`config.mk`:
```
export PLATFORM = sky130hd
export DESIGN_NAME = mlr_line_buf
export DESIGN_NICKNAME = d
export VERILOG_FILES = /design/src/rtl/mlr_pkg.sv /design/src/rtl/mlr_line_buf.sv
export SDC_FILE = /design/constraint.sdc
export NUM_CORES = 2
export LEC_CHECK = 0
export BUFFER_PORTS_ARGS = -buffer_cell sky130_fd_sc_hd__buf_2
export CAP_MARGIN = 10
export CORE_MARGIN = 3
export CORE_UTILIZATION = 30
export DETAILED_ROUTE_END_ITERATION = 8
export GPL_ROUTABILITY_DRIVEN = 0
export MAX_ROUTING_LAYER = met4
export PLACE_DENSITY = 0.49
export SETUP_SLACK_MARGIN = 0.5
export SYNTH_ARGS = -nofsm -noshare
export SYNTH_HDL_FRONTEND = slang
export SYNTH_SLANG_ARGS = --single-unit
```
`constraint.sdc`:
```
create_clock -name clk_i -period 2.8 [get_ports clk_i]
set_clock_uncertainty 0.2 [all_clocks]
set_input_delay 0.7 -clock clk_i [delete_from_list [all_inputs] [get_ports clk_i]]
set_output_delay 0.7 -clock clk_i [all_outputs]
set_load 0.1 [all_outputs]
```
`src/rtl/mlr_pkg.sv`:
```
`timescale 1ns / 1ps

package mlr_pkg;

  // Fixed field widths of the channels and the size register
  localparam int ELEM_W = 32;
  localparam int RUN_W  = 7;
  localparam int SIZE_W = 7;

  // Defaults handed to the top level parameters
  localparam int DEF_MAX_SIZE    = 64;
  localparam int DEF_VALUE_WIDTH = 32;

  // Matrix size after reset
  localparam int RESET_SIZE = 8;

  typedef logic [RUN_W-1:0] run_t;

  localparam run_t RUN_ONE = run_t'(1);
  localparam run_t RUN_MAX = run_t'((1 << RUN_W) - 1);

  // Run lengths kept per column of the previous row
  typedef struct packed {
    run_t vert;
    run_t diag;
    run_t anti;
  } run_set_t;

  // Extend a run by one, saturating at the top of the field
  function automatic run_t run_bump(input run_t run);
    run_t res;
    if (run == RUN_MAX) begin
      res = run;
    end else begin
      res = run + RUN_ONE;
    end
    return res;
  endfunction

endpackage

```
`src/rtl/mlr_line_buf.sv`:
```
`timescale 1ns / 1ps

// Variable-length line buffer holding the previous row. Slot 0 is the entry
// of the current column, slot 1 the column to its right. Each step shifts by
// one and pushes the new entry in at the slot of the last column in use.
module mlr_line_buf #(
  parameter int MAX_SIZE = mlr_pkg::DEF_MAX_SIZE,
  parameter int DATA_W   = mlr_pkg::DEF_VALUE_WIDTH,
  localparam int POS_W   = $clog2(MAX_SIZE)
) (
  input  logic                  clk_i,
  input  logic                  shift_i,
  input  logic [POS_W-1:0]      last_idx_i,
  input  logic [DATA_W-1:0]     wr_value_i,
  input  mlr_pkg::run_set_t     wr_runs_i,
  output logic [DATA_W-1:0]     head_value_o,
  output mlr_pkg::run_set_t     head_runs_o,
  output logic [DATA_W-1:0]     next_value_o,
  output mlr_pkg::run_set_t     next_runs_o
);

  logic [DATA_W-1:0]  value_q [MAX_SIZE];
  mlr_pkg::run_set_t  runs_q  [MAX_SIZE];

  for (genvar i = 0; i < MAX_SIZE; i++) begin : g_slot
    logic [DATA_W-1:0] value_d;
    mlr_pkg::run_set_t runs_d;

    if (i < MAX_SIZE - 1) begin : g_mid
      logic tail;
      assign tail    = (last_idx_i == POS_W'(i));
      assign value_d = tail ? wr_value_i : value_q[i+1];
      assign runs_d  = tail ? wr_runs_i  : runs_q[i+1];
    end else begin : g_end
      assign value_d = wr_value_i;
      assign runs_d  = wr_runs_i;
    end

    always_ff @(posedge clk_i) begin
      if (shift_i) begin
        value_q[i] <= value_d;
        runs_q[i]  <= runs_d;
      end
    end
  end

  assign head_value_o = value_q[0];
  assign head_runs_o  = runs_q[0];
  assign next_value_o = value_q[1];
  assign next_runs_o  = runs_q[1];

endmodule

```
* Word-level counts from Yosys, hierarchy flattened
Memories as Yosys holds them, arrays and structs flattened.
Index checks and enable logic that the tools add are counted.
** Cells by class
- Muxes and demuxes :: 128
- Reduce and logical (&&, ||, !) cells :: 1
- Eq/ne operators :: 62
** Operators by type and width (count)
- $mux W32 :: 63
- $mux W21 :: 63
- $eq A6 B6 Y1 const B :: 31
- $eq A6 B5 Y1 const B :: 16
- $eq A6 B4 Y1 const B :: 8
- $eq A6 B3 Y1 const B :: 4
- $eq A6 B2 Y1 const B :: 2
- $eq A6 B1 Y1 const B :: 1
- $logic_not A6 Y1 :: 1
- $mux W1 :: 2
** Word-level totals
- Memories kept :: 2
- Word-level logic and storage cells :: 193
- Output and inout port bits :: 106
- Memory bits (writable) :: 3392
- Input bits :: 61
- Register bits after elaboration :: 0
** Memory list
- value_q :: words 64, width 32, read ports 64, clocked after memory_dff 0, wr ports 64, RTL line mlr_line_buf.sv:22 : logic [DATA_W-1:0] value_q [MAX_SIZE];
- runs_q :: words 64, width 21, read ports 64, clocked after memory_dff 0, wr ports 64, RTL line mlr_line_buf.sv:23 : mlr_pkg::run_set_t runs_q [MAX_SIZE];

* Logic depth before layout (Yosys ltp)
- Word-level depth :: 2
- Mapped depth :: 6
- Gate-level depth less buffers :: 3

* Worst setup path before layout
Ideal clock, no wire load.
- Path type :: in2reg
- Start :: input last_idx_i[1]
- End :: memory runs_q[0][273] in the netlist's numbering (data pin)
- Data required time :: 2.340 ns
- Path slack :: 0.343 ns
- Path buffers :: 2
- Stages on the path :: 5
- Setup time :: 0.260 ns
- Data arrival time :: 1.997 ns
- Cell sequence :: buf_2 > nand4b_2 > nor2_2 > buf_2 > mux2_2
** RTL lines
- from (decl) :: RTL line mlr_line_buf.sv:13 : input logic [POS_W-1:0] last_idx_i,
- to (decl) :: RTL line mlr_line_buf.sv:23

==> impl_metrics.py <==
metrics = {
    "worst_setup_path": {
        "worst_ep_arrival_time_ns": 1.81,
        "cp-end-kind": "output port",
        "path_buf_inv": 1,
        "crit_chain": "buf_12",
        "max_stage_delay_ns": 0.62,
        "crit_required_ns": 1.90,
        "crit_end": "head_runs_o[20]",
        "cp_max_fo": 1,
        "r2r-end": "runs_q[0][12]",
        "path_depth": 1,
        "cpMaxStageDelayCell": "edfxtp_1",
        "r2r_start": "runs_q[0][33]",
        "reg2regPathDepth": 2,
        "path_class": "flip-flop to output port",
        "path_delay_family": "flip-flops",
        "critPathLaunchType": "flip-flop",
        "critPathLaunch": "runs_q[0][20]",
        "rrSetupSlack_ns": 1.47,
    },
    "sta": {
        "finalSetupViolCount": 0,
        "hold_viol": 0,
        "fin_crit_sh_pct": 96.8,
        "relSlewSlack_pct": 25.0,
        "worst_pin_slew_ns": 1.12,
        "post-route-min-period_ns": 2.71,
        "setup_tns_ns": 0,
        "fmax_mhz": 369,
        "rsz0062_at_grt": "yes",
        "drv_slew": 0,
        "setup_slack_ns": 0.0886,
        "holdWs_ns": 0.107,
    },
    "floorplan": {
        "rows": 253,
        "die_area_sq_um": 488000,
        "die_h_um": 699,
        "start_util_pct": 30.2,
        "core-area_sq_um": 476000,
        "io_pins": 167,
        "die_w_um": 699,
    },
    "power": {
        "power_mw": 114,
        "seqPwrFrac_pct": 52.9,
        "comb_power_share_pct": 5.9,
        "intPower_mw": 89.4,
        "cellPowerDensity_nw_per_um2": 675,
        "swShare_pct": 21.5,
        "power_switching_mw": 24.5,
        "p_leak_nw": 57.7,
        "vdd_ir_drop_max_uv": 514,
        "pwr-share-clk_pct": 41.2,
    },
    "routing": {
        "drt_first_pass_iters": 5,
        "dr_total_vias": 66857,
        "vias_per_cell": 4.61,
        "post_drt_wl_per_cell_um": 21.4,
        "antenna_left": 0,
        "drt-initial-drc-count": 4195,
        "remaining_drc_errors": 0,
        "drt-total-wl_um": 310000,
    },
    "place": {
        "hpwl_um": 185000,
        "io_buffer_count": 166,
        "dp.cells": 13784,
        "dpl_cell_area_sq_um": 156000,
        "place_worst_setup_slack_ns": -0.220,
    },
    "logic_synthesis": {
        "synthDistinctLibCells": 22,
        "synth_seq_cells": 3392,
        "syn_nets": 7688,
        "syn-cell-area_sq_um": 144000,
        "syn_area_per_cell_sq_um": 18.9,
        "synth_warnings": 0,
        "syn-instance-count": 7627,
        "seq_area_frac_synth_pct": 70.8,
    },
    "cells_and_area": {
        "drive_above_1_share_pct": 53.0,
        "final_area_sq_um": 169000,
        "final_nets": 7870,
        "syn_to_final_growth_pct": 17.3,
        "post-route-util_pct": 35.5,
        "stdcell_count": 14489,
    },
    "global_route": {
        "met1_usage_pct": 15.9,
        "busiest_layer": "met2",
        "grt_pass1_vias": 71131,
        "grt_pass1_wl_um": 467000,
        "antenna_found_initial": 24,
        "grt_overflow_total": 0,
        "use_met3_pct": 1.77,
        "grt_max_degree": 116,
        "grt_usage_pct": 12.8,
        "use_met2_pct": 21.7,
    },
    "clock_tree": {
        "htree_num_levels": 5,
        "clockBufferDepth": 4,
        "cts.sinks": 3392,
        "cts_buffers": 380,
        "root_buffer": "clkbuf_16",
        "clkTransAtPathRegs_ns": 0.06,
        "insertion_delay_ns": 0.96,
        "cts_tree": "built",
    },
    "min_path": {
        "whs_path_depth": 1,
        "hold_path_class": "input port to flip-flop",
    },
    "outcome": {
        "status": "finished clean",
    },
    "flow_run": {
        "cap_violations": 0,
    },
}
registers in the layout (all words and copies together), names as in the netlist:
name	count
value_q	2048
runs_q	1344
cells in the mapped netlist (all sizes together):
library cell,instances,share of area [%]
mux2,3339,26
or2,1,0.0043
nand4b,4,0.042
nor2b,2,0.0087
nand2b,2,0.0087
clkbuf,332,0.87
buf,477,1.9
nor4,1,0.015
and2,1,0.0043
and4bb,6,0.052
nor2,20,0.085
nand2,45,0.14
nor4b,4,0.048
edfxtp,3392,71
nand4,1,0.0043
kinds of logic after synthesis:
family	count (synthesis)	synth area share [%]
DFF	3392	70.8
buffers and inverters	809	2.72
muxes	3339	26.1
and+or+nand+nor	87	0.414
per-layer routing:
layer / up-vias / part of all wire (%)
met2: 918 / 50
li1: 30141 / -
met4: 0 / 2.8
met1: 35318 / 44
met3: 480 / 3.3
met5: - / 0
final cells by class:
| type | count | area (sq um) |
|---|---|---|
| timing repair buffer | 609 | 8560 |
| antenna | 8 | 20.0 |
| multi-input combinational | 3426 | 38900 |
| clock inverter | 180 | 1510 |
| tap | 6375 | 7980 |
| fill | 44179 | 308000 |
| sequential | 3392 | 102000 |
| clock buffer | 499 | 10100 |
how the worst min path moves through the flow:
stage	end	from	slack, ns
final	value_q[3][502]	wr_value_i[22]	0.11
after global placement	value_q[3][110]	value_q[3][142]	0.31
after floorplan	runs_q[0][412]	runs_q[0][433]	0.31
after detailed placement	value_q[1][405]	value_q[1][437]	0.32
after CTS	value_q[3][502]	wr_value_i[22]	0.01
after global routing	runs_q[1][663]	wr_runs_i[12]	0.06
power groups by stage:
stage	registers (mW)	logic [mW]	clock network, mW
2_1_floorplan	61.0	4.13	0
3_3_place_gp	61.2	6.41	0
3_5_place_dp	61.3	6.58	0
4_1_cts	60.3	6.90	48.8
5_1_grt	60.5	7.32	50.8
6_report	60.2	6.74	47.0
layout by cell type (no fill, tap or decap):
cell type and count:
buf_12 327, clkbuf_16 386, nand4b_4 4, diode_2 8
nor2_4 19, mux2_2 3075, buf_8 1, dlygate4sd3_1 11
or2_4 1, mux2_1 197, nor4b_4 1, clkinv_16 6
clkinv_2 45, and2_1 1, buf_6 1, nor4_4 1
clkinv_4 4, nor2b_2 2, clkinv_1 90, nand2_1 1
inv_16 5, nand4_1 1, nor2_2 1, buf_4 214
edfxtp_1 3392, clkinvlp_4 3, and4bb_1 3, clkinv_8 2
clkbuf_1 113, buf_2 55, bufinv_16 17, inv_6 8
nand2_4 44, nand2b_1 2, mux2_4 67, and4bb_2 3
nor4b_2 3
repair_timing:
action                                  CTS  global route
endpoints found under the setup margin  106           106
buffers inserted                          4             3
hold endpoints to repair                 11             0
cloned                                    0             0
hold buffers                             11             0
resized for setup                       425             0
pin swaps                                 0             0
Power figures use the tool's default switching activity.
