[src/rtl/mlr_pkg.sv]
`timescale 1ns / 1ps

package mlr_pkg;

  // Fixed field widths of the channels and the size register
  localparam int ELEM_W = 32;
  localparam int RUN_W  = 7;
  localparam int SIZE_W = 7;

  // Defaults handed to the top level parameters
  localparam int DEF_MAX_SIZE    = 64;
  localparam int DEF_VALUE_WIDTH = 32;

  // Matrix size after reset
  localparam int RESET_SIZE = 8;

  typedef logic [RUN_W-1:0] run_t;

  localparam run_t RUN_ONE = run_t'(1);
  localparam run_t RUN_MAX = run_t'((1 << RUN_W) - 1);

  // Run lengths kept per column of the previous row
  typedef struct packed {
    run_t vert;
    run_t diag;
    run_t anti;
  } run_set_t;

  // Extend a run by one, saturating at the top of the field
  function automatic run_t run_bump(input run_t run);
    run_t res;
    if (run == RUN_MAX) begin
      res = run;
    end else begin
      res = run + RUN_ONE;
    end
    return res;
  endfunction

endpackage

[src/rtl/mlr_step.sv]
`timescale 1ns / 1ps

// Run update for one element: position counters, horizontal run,
// above-left history and the best run of the matrix in progress.
module mlr_step #(
  parameter int MAX_SIZE = mlr_pkg::DEF_MAX_SIZE,
  parameter int DATA_W   = mlr_pkg::DEF_VALUE_WIDTH,
  localparam int POS_W   = $clog2(MAX_SIZE)
) (
  input  logic                  clk_i,
  input  logic                  rst_ni,
  input  logic                  step_i,
  input  logic                  restart_i,
  input  logic [POS_W-1:0]      last_idx_i,
  input  logic [DATA_W-1:0]     value_i,
  input  logic [DATA_W-1:0]     head_value_i,
  input  mlr_pkg::run_set_t     head_runs_i,
  input  logic [DATA_W-1:0]     next_value_i,
  input  mlr_pkg::run_set_t     next_runs_i,
  output mlr_pkg::run_set_t     wr_runs_o,
  output logic                  done_o,
  output mlr_pkg::run_t         best_o
);

  logic [POS_W-1:0]  col_q, col_d, row_q, row_d;
  mlr_pkg::run_t     horiz_q, horiz_d, best_q, best_d;
  logic [DATA_W-1:0] left_q, al_value_q;
  mlr_pkg::run_t     al_diag_q;

  logic              col_first, row_first, col_last, row_last;
  mlr_pkg::run_t     hr, vr, dr, ar, m;

  always_comb begin
    col_first = (col_q == '0);
    row_first = (row_q == '0);
    col_last  = (col_q == last_idx_i);
    row_last  = (row_q == last_idx_i);

    hr = (!col_first && left_q == value_i) ? mlr_pkg::run_bump(horiz_q) : mlr_pkg::RUN_ONE;
    vr = mlr_pkg::RUN_ONE;
    dr = mlr_pkg::RUN_ONE;
    ar = mlr_pkg::RUN_ONE;
    if (!row_first) begin
      if (head_value_i == value_i) begin
        vr = mlr_pkg::run_bump(head_runs_i.vert);
      end
      if (!col_first && al_value_q == value_i) begin
        dr = mlr_pkg::run_bump(al_diag_q);
      end
      if (!col_last && next_value_i == value_i) begin
        ar = mlr_pkg::run_bump(next_runs_i.anti);
      end
    end

    m = best_q;
    if (hr > m) m = hr;
    if (vr > m) m = vr;
    if (dr > m) m = dr;
    if (ar > m) m = ar;
  end

  // Advance the raster position; a restart or the last element starts a fresh matrix
  always_comb begin
    col_d   = col_q;
    row_d   = row_q;
    horiz_d = horiz_q;
    best_d  = best_q;
    if (restart_i) begin
      col_d   = '0;
      row_d   = '0;
      horiz_d = mlr_pkg::RUN_ONE;
      best_d  = mlr_pkg::RUN_ONE;
    end else if (step_i) begin
      if (col_last) begin
        col_d   = '0;
        horiz_d = mlr_pkg::RUN_ONE;
        row_d   = row_last ? '0 : row_q + POS_W'(1);
      end else begin
        col_d   = col_q + POS_W'(1);
        horiz_d = hr;
      end
      best_d = (col_last && row_last) ? mlr_pkg::RUN_ONE : m;
    end
  end

  always_ff @(posedge clk_i or negedge rst_ni) begin
    if (!rst_ni) begin
      col_q   <= '0;
      row_q   <= '0;
      horiz_q <= mlr_pkg::RUN_ONE;
      best_q  <= mlr_pkg::RUN_ONE;
    end else begin
      col_q   <= col_d;
      row_q   <= row_d;
      horiz_q <= horiz_d;
      best_q  <= best_d;
    end
  end

  always_ff @(posedge clk_i) begin
    if (step_i && !restart_i) begin
      left_q     <= value_i;
      al_value_q <= head_value_i;
      al_diag_q  <= head_runs_i.diag;
    end
  end

  assign wr_runs_o = '{vert: vr, diag: dr, anti: ar};
  assign done_o    = col_last && row_last;
  assign best_o    = m;

endmodule

[config.mk]
export PLATFORM = sky130hd
export DESIGN_NAME = mlr_step
export DESIGN_NICKNAME = d
export VERILOG_FILES = /design/src/rtl/mlr_pkg.sv /design/src/rtl/mlr_step.sv
export SDC_FILE = /design/constraint.sdc
export NUM_CORES = 1
export LEC_CHECK = 0
export ABC_AREA = 1
export BUFFER_PORTS_ARGS = -buffer_cell sky130_fd_sc_hd__buf_2
export CORE_MARGIN = 2
export CORE_UTILIZATION = 40
export CTS_BUF_LIST = sky130_fd_sc_hd__clkbuf_8
export DETAILED_ROUTE_END_ITERATION = 12
export GPL_TIMING_DRIVEN = 0
export PLACE_DENSITY = 0.66
export SKIP_LAST_GASP = 1
export SYNTH_ARGS = -nofsm -noshare
export SYNTH_HDL_FRONTEND = slang
export SYNTH_SLANG_ARGS = --single-unit
[constraint.sdc]
create_clock -name clk_i -period 19.1 [get_ports clk_i]
set_input_delay 1.91 -clock clk_i [delete_from_list [all_inputs] [get_ports clk_i]]
set_output_delay 1.91 -clock clk_i [all_outputs]
set_load 0.03 [all_outputs]
==> Word-level counts from Yosys, hierarchy flattened <==
Index checks and enable logic that the tools add are counted.
Widths: inputs -> output; s select.
{ "word_totals": {"out_inout_bits": 29, "reg_bits": 97, "in_bits": 148} }
{ "classes": {"eq_ne": 10, "n_reduce_logical": 13, "n_mux": 28, "n_addsub": 6, "magnitude_cmp": 4} }
{ "ops": {"columns": ["op", "n"], "rows": [
  ["$mux 7", 21],
  ["$eq 32x32->1", 4],
  ["$mux 6", 7],
  ["$add 7x1->7 const B", 4],
  ["$eq 7x7->1 const B", 4],
  ["$gt 7x7->1", 4],
  ["$add 6x1->6 const B", 2],
  ["$eq 6x6->1", 2],
  ["$logic_not 6->1", 2],
  ["$logic_and 1x1->1", 5],
  ["$reduce_bool 2->1", 2],
  ["$logic_not 1->1", 3],
  ["$reduce_and 2->1", 1]
]} }

==> Logic depth before layout (Yosys ltp) <==
Gate-level depths: netlist of the first run.
{ "depth": {"ltp_word": 15, "ltp_mapped": 54, "depth_no_buf": 52} }

==> Worst setup path after synthesis of the first run <==
Ideal clock, no wire load.
{ "synth_path": {"path_kind": "input -> output", "from": "input value_i[11]", "to": "output best_o[0]", "slack_ps": 9523, "cell_stages": 51, "arrival_time_ps": 7667, "path_cell_list": "buf_4 > nand2_1 > nand2_1 > nor2_2 > nand2_1 > nor2_2 > nand2_2 > nor2_8 > and2_1 > buf_2 > nand2_1 > inv_1 > ha_1 > a21oi_1 > o21ai_1 > nand2_1 > nand2_1 > nand2_1 > [15 not listed] > nor2_1 > a211oi_1 > nand2_1 > inv_1 > a21oi_2 > inv_1 > nand3_2 > and2_4 > ha_1 > nand2_1 > o21ai_0 > nand2_1 > nand2_1 > inv_1 > a31oi_1 > buf_2 > nand2_1 > nand2_1"} }
{ "synth_between": {"elab_chain_len": 11} }
{ "synth_rtl": {"columns": ["element", "line", "rtl"], "rows": [
  ["start, declared", "mlr_step.sv:15", "input logic [DATA_W-1:0] value_i,"],
  ["$eq 32x32->1", "mlr_step.sv:39", "hr = (!col_first && left_q == value_i) ? mlr_pkg::run_bump(horiz_q) : mlr_pkg::RUN_ONE;"],
  ["$logic_and 1x1->1", "mlr_step.sv:39", null],
  ["$mux 7", "mlr_step.sv:39", null],
  ["$gt 7x7->1", "mlr_step.sv:56", "if (hr > m) m = hr;"],
  ["$mux 7", "mlr_step.sv:56", null],
  ["$gt 7x7->1", "mlr_step.sv:57", "if (vr > m) m = vr;"],
  ["$mux 7", "mlr_step.sv:57", null],
  ["$gt 7x7->1", "mlr_step.sv:58", "if (dr > m) m = dr;"],
  ["$mux 7", "mlr_step.sv:58", null],
  ["$gt 7x7->1", "mlr_step.sv:59", "if (ar > m) m = ar;"],
  ["$mux 7 (*)", "mlr_step.sv:59", null],
  ["end, declared", "mlr_step.sv:22", "output mlr_pkg::run_t best_o"]
]} }
Mark *: on every way between the ends. The rest lies on a longest branch, timed or not.

==> Worst setup path after layout of the first run <==
{ "layout_path": {"from": "input value_i[20]", "to": "output best_o[4]"} }
The elaborated chain is that of the path after synthesis.

==> impl_metrics.ini, run 1 <==
[final_layout]
final_cell_mix = nand2_1, buf_2, inv_1
fin_nets = 1370
ff_latch_area_um2 = 2790
multiInputGateArea_um2 = 4360
layout_commonest_cell = nand2_1
fillCellCount = 1999
postLayoutCellArea_um2 = 9220
drive_above_1_share = 0.224
synthToLayoutAreaGrowth_pct = 17.2

[synthesis]
synth_edf_count = 71
synth.ff_latch_count = 97
synth.distinct_cells = 53
syn_area_per_cell_um2 = 7.73
synth-seq-area-share = 0.354
ys_warn_count = 0
synth_cells = 1018
synth_nets = 1202
synthFlopType = edfxtp_1
synth_area_um2 = 7870
async_flop_share = 0.268

[sta]
finalCritPeriodShare = 0.572
hold-worst-slack_ns = 0.534
period_needed_ns = 10.92
rsz0062_at_grt = false
finalHoldViolations = 0
tightest_slew_ns = 0.657
slew_viol_final = 0
clock_skew_ns = 0.0190
finalSetupViolCount = 0
maxSlewHeadroom = 0.562
tns_ns = 0
max_freq_mhz = 91.6

[clock_network]
post_cts_buffers = 0
cts_tree = built
cts_buffers = 9
clock_sinks = 97
cts_hold_buffers = 0
clockRootBuffer = clkbuf_8
cts_buffer_depth = 2
cts_resized = 0
worstSkewPairLatency_ns = 0.39
ctsHtreeMaxLevel = 3
clk_pin_slew_ns = 0.11

[pwr]
power_uw = 512
p_comb_frac = 0.239
net-switching-power_uw = 173
intPower_uw = 340
p_leak_uw = 0.00448
clkPwrFrac = 0.273
swShare = 0.337
ir_drop_v = 0.0000417
p_per_area_nw_per_um2 = 55.6
pwr-share-seq = 0.487

[placed_design]
portBuffers = 155
dp_hpwl_um = 19000
place.gp.congestion = 0.931
placed_area_um2 = 9020

[critical_path]
cp_num_buf_inv = 13
end_kind = output pin
cp.arrival_ns = 9.01
critPathTopFamily = simple AND/OR/NAND/NOR gates
crit_required_ns = 17.19
crit_slowest_cell = ha_1
crit_path_max_incr_delay_ns = 0.30
cp-start-kind = input port
path_class = in -> out
crit_top_cell = nand2_1
crit_fanout = 8

[floorplanning]
die_h_um = 144
die_w_um = 144
dieArea_um2 = 20800
start_util = 0.405
rows = 51
coreArea_um2 = 19400
ios = 177

[drt]
detail_route.iter0.violations = 380
wl_per_cell_um = 15.4
antenna_left = 0
vias_per_cell = 4.92
drcViolationCount = 0
dr.pass1.iters = 5
vias = 7178
wl_um = 22400

[hold_path]
hold_class = reg -> reg

[grt]
grt_overflow_total = 0
antenna_found_initial = 2
grt_pass1_wl_um = 34600
grt_pass1_vias = 6726
grt_max_degree = 36
grt_usage = 0.222

[job]
drv_cap = 0

[outcome]
status = finished, final reports clean
## cell families (layout without fill, tap and decap cells)
group | count (synthesis) | after routing | synth area share
adder cells (fa/ha/maj) | 36 | 36 | 0.0573
AND/OR/NAND/NOR | 545 | 545 | 0.323
multiplexers | 2 | 2 | 0.00270
XOR/XNOR | 108 | 108 | 0.124
other | 0 | 2 | 0
flip-flops | 97 | 97 | 0.354
buffers and inverters | 168 | 341 | 0.0931
AO/OA/AOI/OAI | 62 | 62 | 0.0453
## sequential cells by signal, summed over array words and instances, names as in the netlist
name and count:
al_diag_q 7, al_value_q 32, best_q 7, col_q 6, horiz_q 7, left_q 32, row_q 6
## power groups by stage
| stage | clock network, uW | logic (uW) | registers [uW] |
|---|---|---|---|
| 2_1_floorplan | 0 | 74.2 | 253 |
| 3_3_place_gp | 0 | 119 | 255 |
| 3_5_place_dp | 0 | 122 | 255 |
| 4_1_cts | 142 | 122 | 250 |
| 5_1_grt | 149 | 135 | 252 |
| 6_report | 140 | 122 | 250 |
## path summary, 6_finish.rpt
check                            start        end  slack [ns]  cells after the start
max in group asynchronous       rst_ni   row_q[5]       17.12                      1
hold / removal               best_q[4]  best_q[4]        0.53                      2
min in group asynchronous       rst_ni   row_q[2]        1.53                      1
setup / recovery           value_i[20]  best_o[4]        8.18                     53
hold reg to reg              best_q[4]  best_q[4]        0.53                      2
setup reg to reg              col_q[1]  best_q[3]       11.51                     51
## worst reg2reg max path, delay by kind of cell (launching register included)
kind | cells | cell delay [ns]
simple gates | 28 | 3.11
flops | 1 | 0.46
fa+ha+maj | 5 | 1.32
buf+inv | 10 | 1.31
compound gates | 8 | 1.31
## cells in the mapped netlist (17+ instances only)
library cell	n	area (um2)
edfxtp_1	71	2130
o21ai_0	21	105
inv_2	22	82.6
nand3_1	62	310
nor3_1	17	85.1
nand2_1	236	886
inv_1	124	465
nor2_1	117	439
ha_1	36	450
dfrtp_1	24	601
xnor2_1	59	517
nand4_1	44	275
xor2_1	45	394
## layer usage
layer | track usage | up-vias | routed length, um
met2 | 0.376 | 223 | 10800
met5 | 0 | - | 0
met4 | 0.0797 | 0 | 523
li1 | - | 3651 | -
met1 | 0.289 | 3271 | 9850
met3 | 0.0315 | 33 | 1250
## per-stage QoR
stage / worst slack [ns] / instances / utilization
after global placement: 8.36 / 1438 / 0.463
after global routing: 7.33 / 1458 / 0.475
after detailed placement: 8.28 / 1440 / 0.465
after CTS: 8.24 / 1456 / 0.475
final: 8.18 / 1458 / 0.475
after floorplan: 9.52 / 1018 / -
## final cells by class
cell class,count,area share
multi-input combinational,753,0.472
sequential,97,0.302
timing repair buffer,157,0.0885
inverter,148,0.0604
tap,265,0.0360
buffer,20,0.0190
clock buffer,9,0.0134
clock inverter,7,0.00774
antenna,2,0.000543
Power figures use the tool's default switching activity.
==> inputs of run 2 (changes only) <==
--- a/config.mk
+++ b/config.mk
@@ -12,7 +12,7 @@
 export CTS_BUF_LIST = sky130_fd_sc_hd__clkbuf_8
 export DETAILED_ROUTE_END_ITERATION = 12
 export GPL_TIMING_DRIVEN = 0
-export PLACE_DENSITY = 0.66
+export PLACE_DENSITY = 0.68
 export SKIP_LAST_GASP = 1
 export SYNTH_ARGS = -nofsm -noshare
 export SYNTH_HDL_FRONTEND = slang
==> constraint.sdc (replaced) <==
create_clock -name clk_i -period 9.5 [get_ports clk_i]
set_input_delay 0.95 -clock clk_i [delete_from_list [all_inputs] [get_ports clk_i]]
set_output_delay 0.95 -clock clk_i [all_outputs]
set_load 0.03 [all_outputs]
==> run 2 against run 1 <==
  * Register-to-register slack got worse by 9.2 ns
  * Core utilization rose by 0.13 points
  * Critical path depth did not move
  * Sequential power rose by 100%
  * First-iteration DRC count rose by 11%
  * Clock-buffer cell count did not move
  * Highest routed layer unchanged
==> impl_metrics.ini, run 2 (synthesis results as in run 1) <==
[grt]
antenna_found_initial = 2
grt_max_degree = 34
grt_pass1_wl_um = 33200
grt_overflow_total = 0
grt_pass1_vias = 6542
grt_usage = 0.213

[placed_design]
portBuffers = 155
placed_area_um2 = 9020
dp_hpwl_um = 18800
post-place-ws_ns = 0.678
place.gp.congestion = 0.983

[sta]
maxSlewHeadroom = 0.588
slew_viol_final = 0
rsz0062_at_grt = false
finalCritPeriodShare = 0.911
finalHoldViolations = 0
period_needed_ns = 8.65
clock_skew_ns = 0.0204
max_freq_mhz = 116
tightest_slew_ns = 0.618
layout_setup_ws_ns = 0.847
finalSetupViolCount = 0
hold-worst-slack_ns = 0.548
tns_ns = 0

[clock_network]
worstSkewPairLatency_ns = 0.40
post_cts_buffers = 0
ctsHtreeMaxLevel = 3
clk_pin_slew_ns = 0.10
cts_buffers = 9
clock_sinks = 97
cts_tree = built
clockRootBuffer = clkbuf_8
cts_buffer_depth = 2

[final_layout]
ff_latch_area_um2 = 2790
final_cell_mix = nand2_1, buf_2, inv_1
reg_top3 = al_value_q: 32 flops, left_q: 32 flops
postLayoutCellArea_um2 = 9250
drive_above_1_share = 0.228
synthToLayoutAreaGrowth_pct = 17.5
multiInputGateArea_um2 = 4370
layout_commonest_cell = nand2_1
fin_nets = 1370
fillCellCount = 1968

[critical_path]
crit_slowest_cell = ha_1
end_kind = output pin
crit_required_ns = 8.55
rr_startpoint = col_q[1]
startpoint = value_i[20]
crit_fanout = 8
cp.arrival_ns = 7.70
crit_top_cell = nand2_1
cp-start-kind = input port
reg2reg_depth = 52
path_class = in -> out
crit_path_max_incr_delay_ns = 0.29

[drt]
dr.pass1.iters = 5
vias = 7236
drcViolationCount = 0
antenna_left = 0
wl_per_cell_um = 15.2
wl_um = 22200
detail_route.iter0.violations = 423
vias_per_cell = 4.96

[floorplanning]
ios = 177
rows = 51
die_h_um = 144
die_w_um = 144
coreArea_um2 = 19400
start_util = 0.405
dieArea_um2 = 20800

[pwr]
p_leak_uw = 0.00448
p_per_area_nw_per_um2 = 111
ir_drop_v = 0.0000695

[outcome]
status = finished, final reports clean

[job]
drv_cap = 0

[hold_path]
holdCritStartpoint = best_q[4]
whs_path_depth = 2
hold_class = reg -> reg
## run 2: path summary, 6_finish.rpt
| check | slack (ns) | end |
|---|---|---|
| hold reg to reg | 0.55 | best_q[4] |
| setup reg to reg | 2.33 | best_q[0] |
| setup / recovery | 0.85 | best_o[4] |
| hold / removal | 0.55 | best_q[4] |
| max in group asynchronous | 8.53 | best_q[5] |
| min in group asynchronous | 0.57 | col_q[0] |
## run 2: through the flow
step                      std cells  total power (uW)  utilization
after global placement         1438               751        0.463
after detailed placement       1440               755        0.465
after CTS                      1456              1030        0.475
final                          1458              1020        0.477
after floorplan                1018               658            -
after global routing           1458              1080        0.477
## run 2: routing by layer
layer / routed length [um] / global-route usage
met1: 9560 / 0.268
met5: 0 / 0
met4: 601 / 0.0710
met2: 10400 / 0.359
met3: 1650 / 0.0520
## run 2: layout make-up
type | count | share of cell area
Antenna cell | 2 | 0.000541
Buffer | 20 | 0.0192
Clock buffer | 9 | 0.0134
Clock inverter | 7 | 0.00812
Inverter | 148 | 0.0602
Multi-Input combinational cell | 753 | 0.473
Sequential cell | 97 | 0.301
Tap cell | 265 | 0.0359
Timing Repair Buffer | 157 | 0.0882
## run 2: where the power goes
part,switching [uW],internal (uW)
logic,151,93.6
registers,17.0,485
clock network,175,102
total,343,681
## run 2: timing repair
action	in CTS	in global routing
setup endpoints to repair	0	6
gates resized for setup	0	7
hold buffers	0	0
## run 2: worst max-delay path, delay by kind of cell
kind	cells	cell delay, ns
fa+ha+maj	4	1.00
buf+inv	13	1.49
compound gates	8	1.09
simple gates	28	3.15
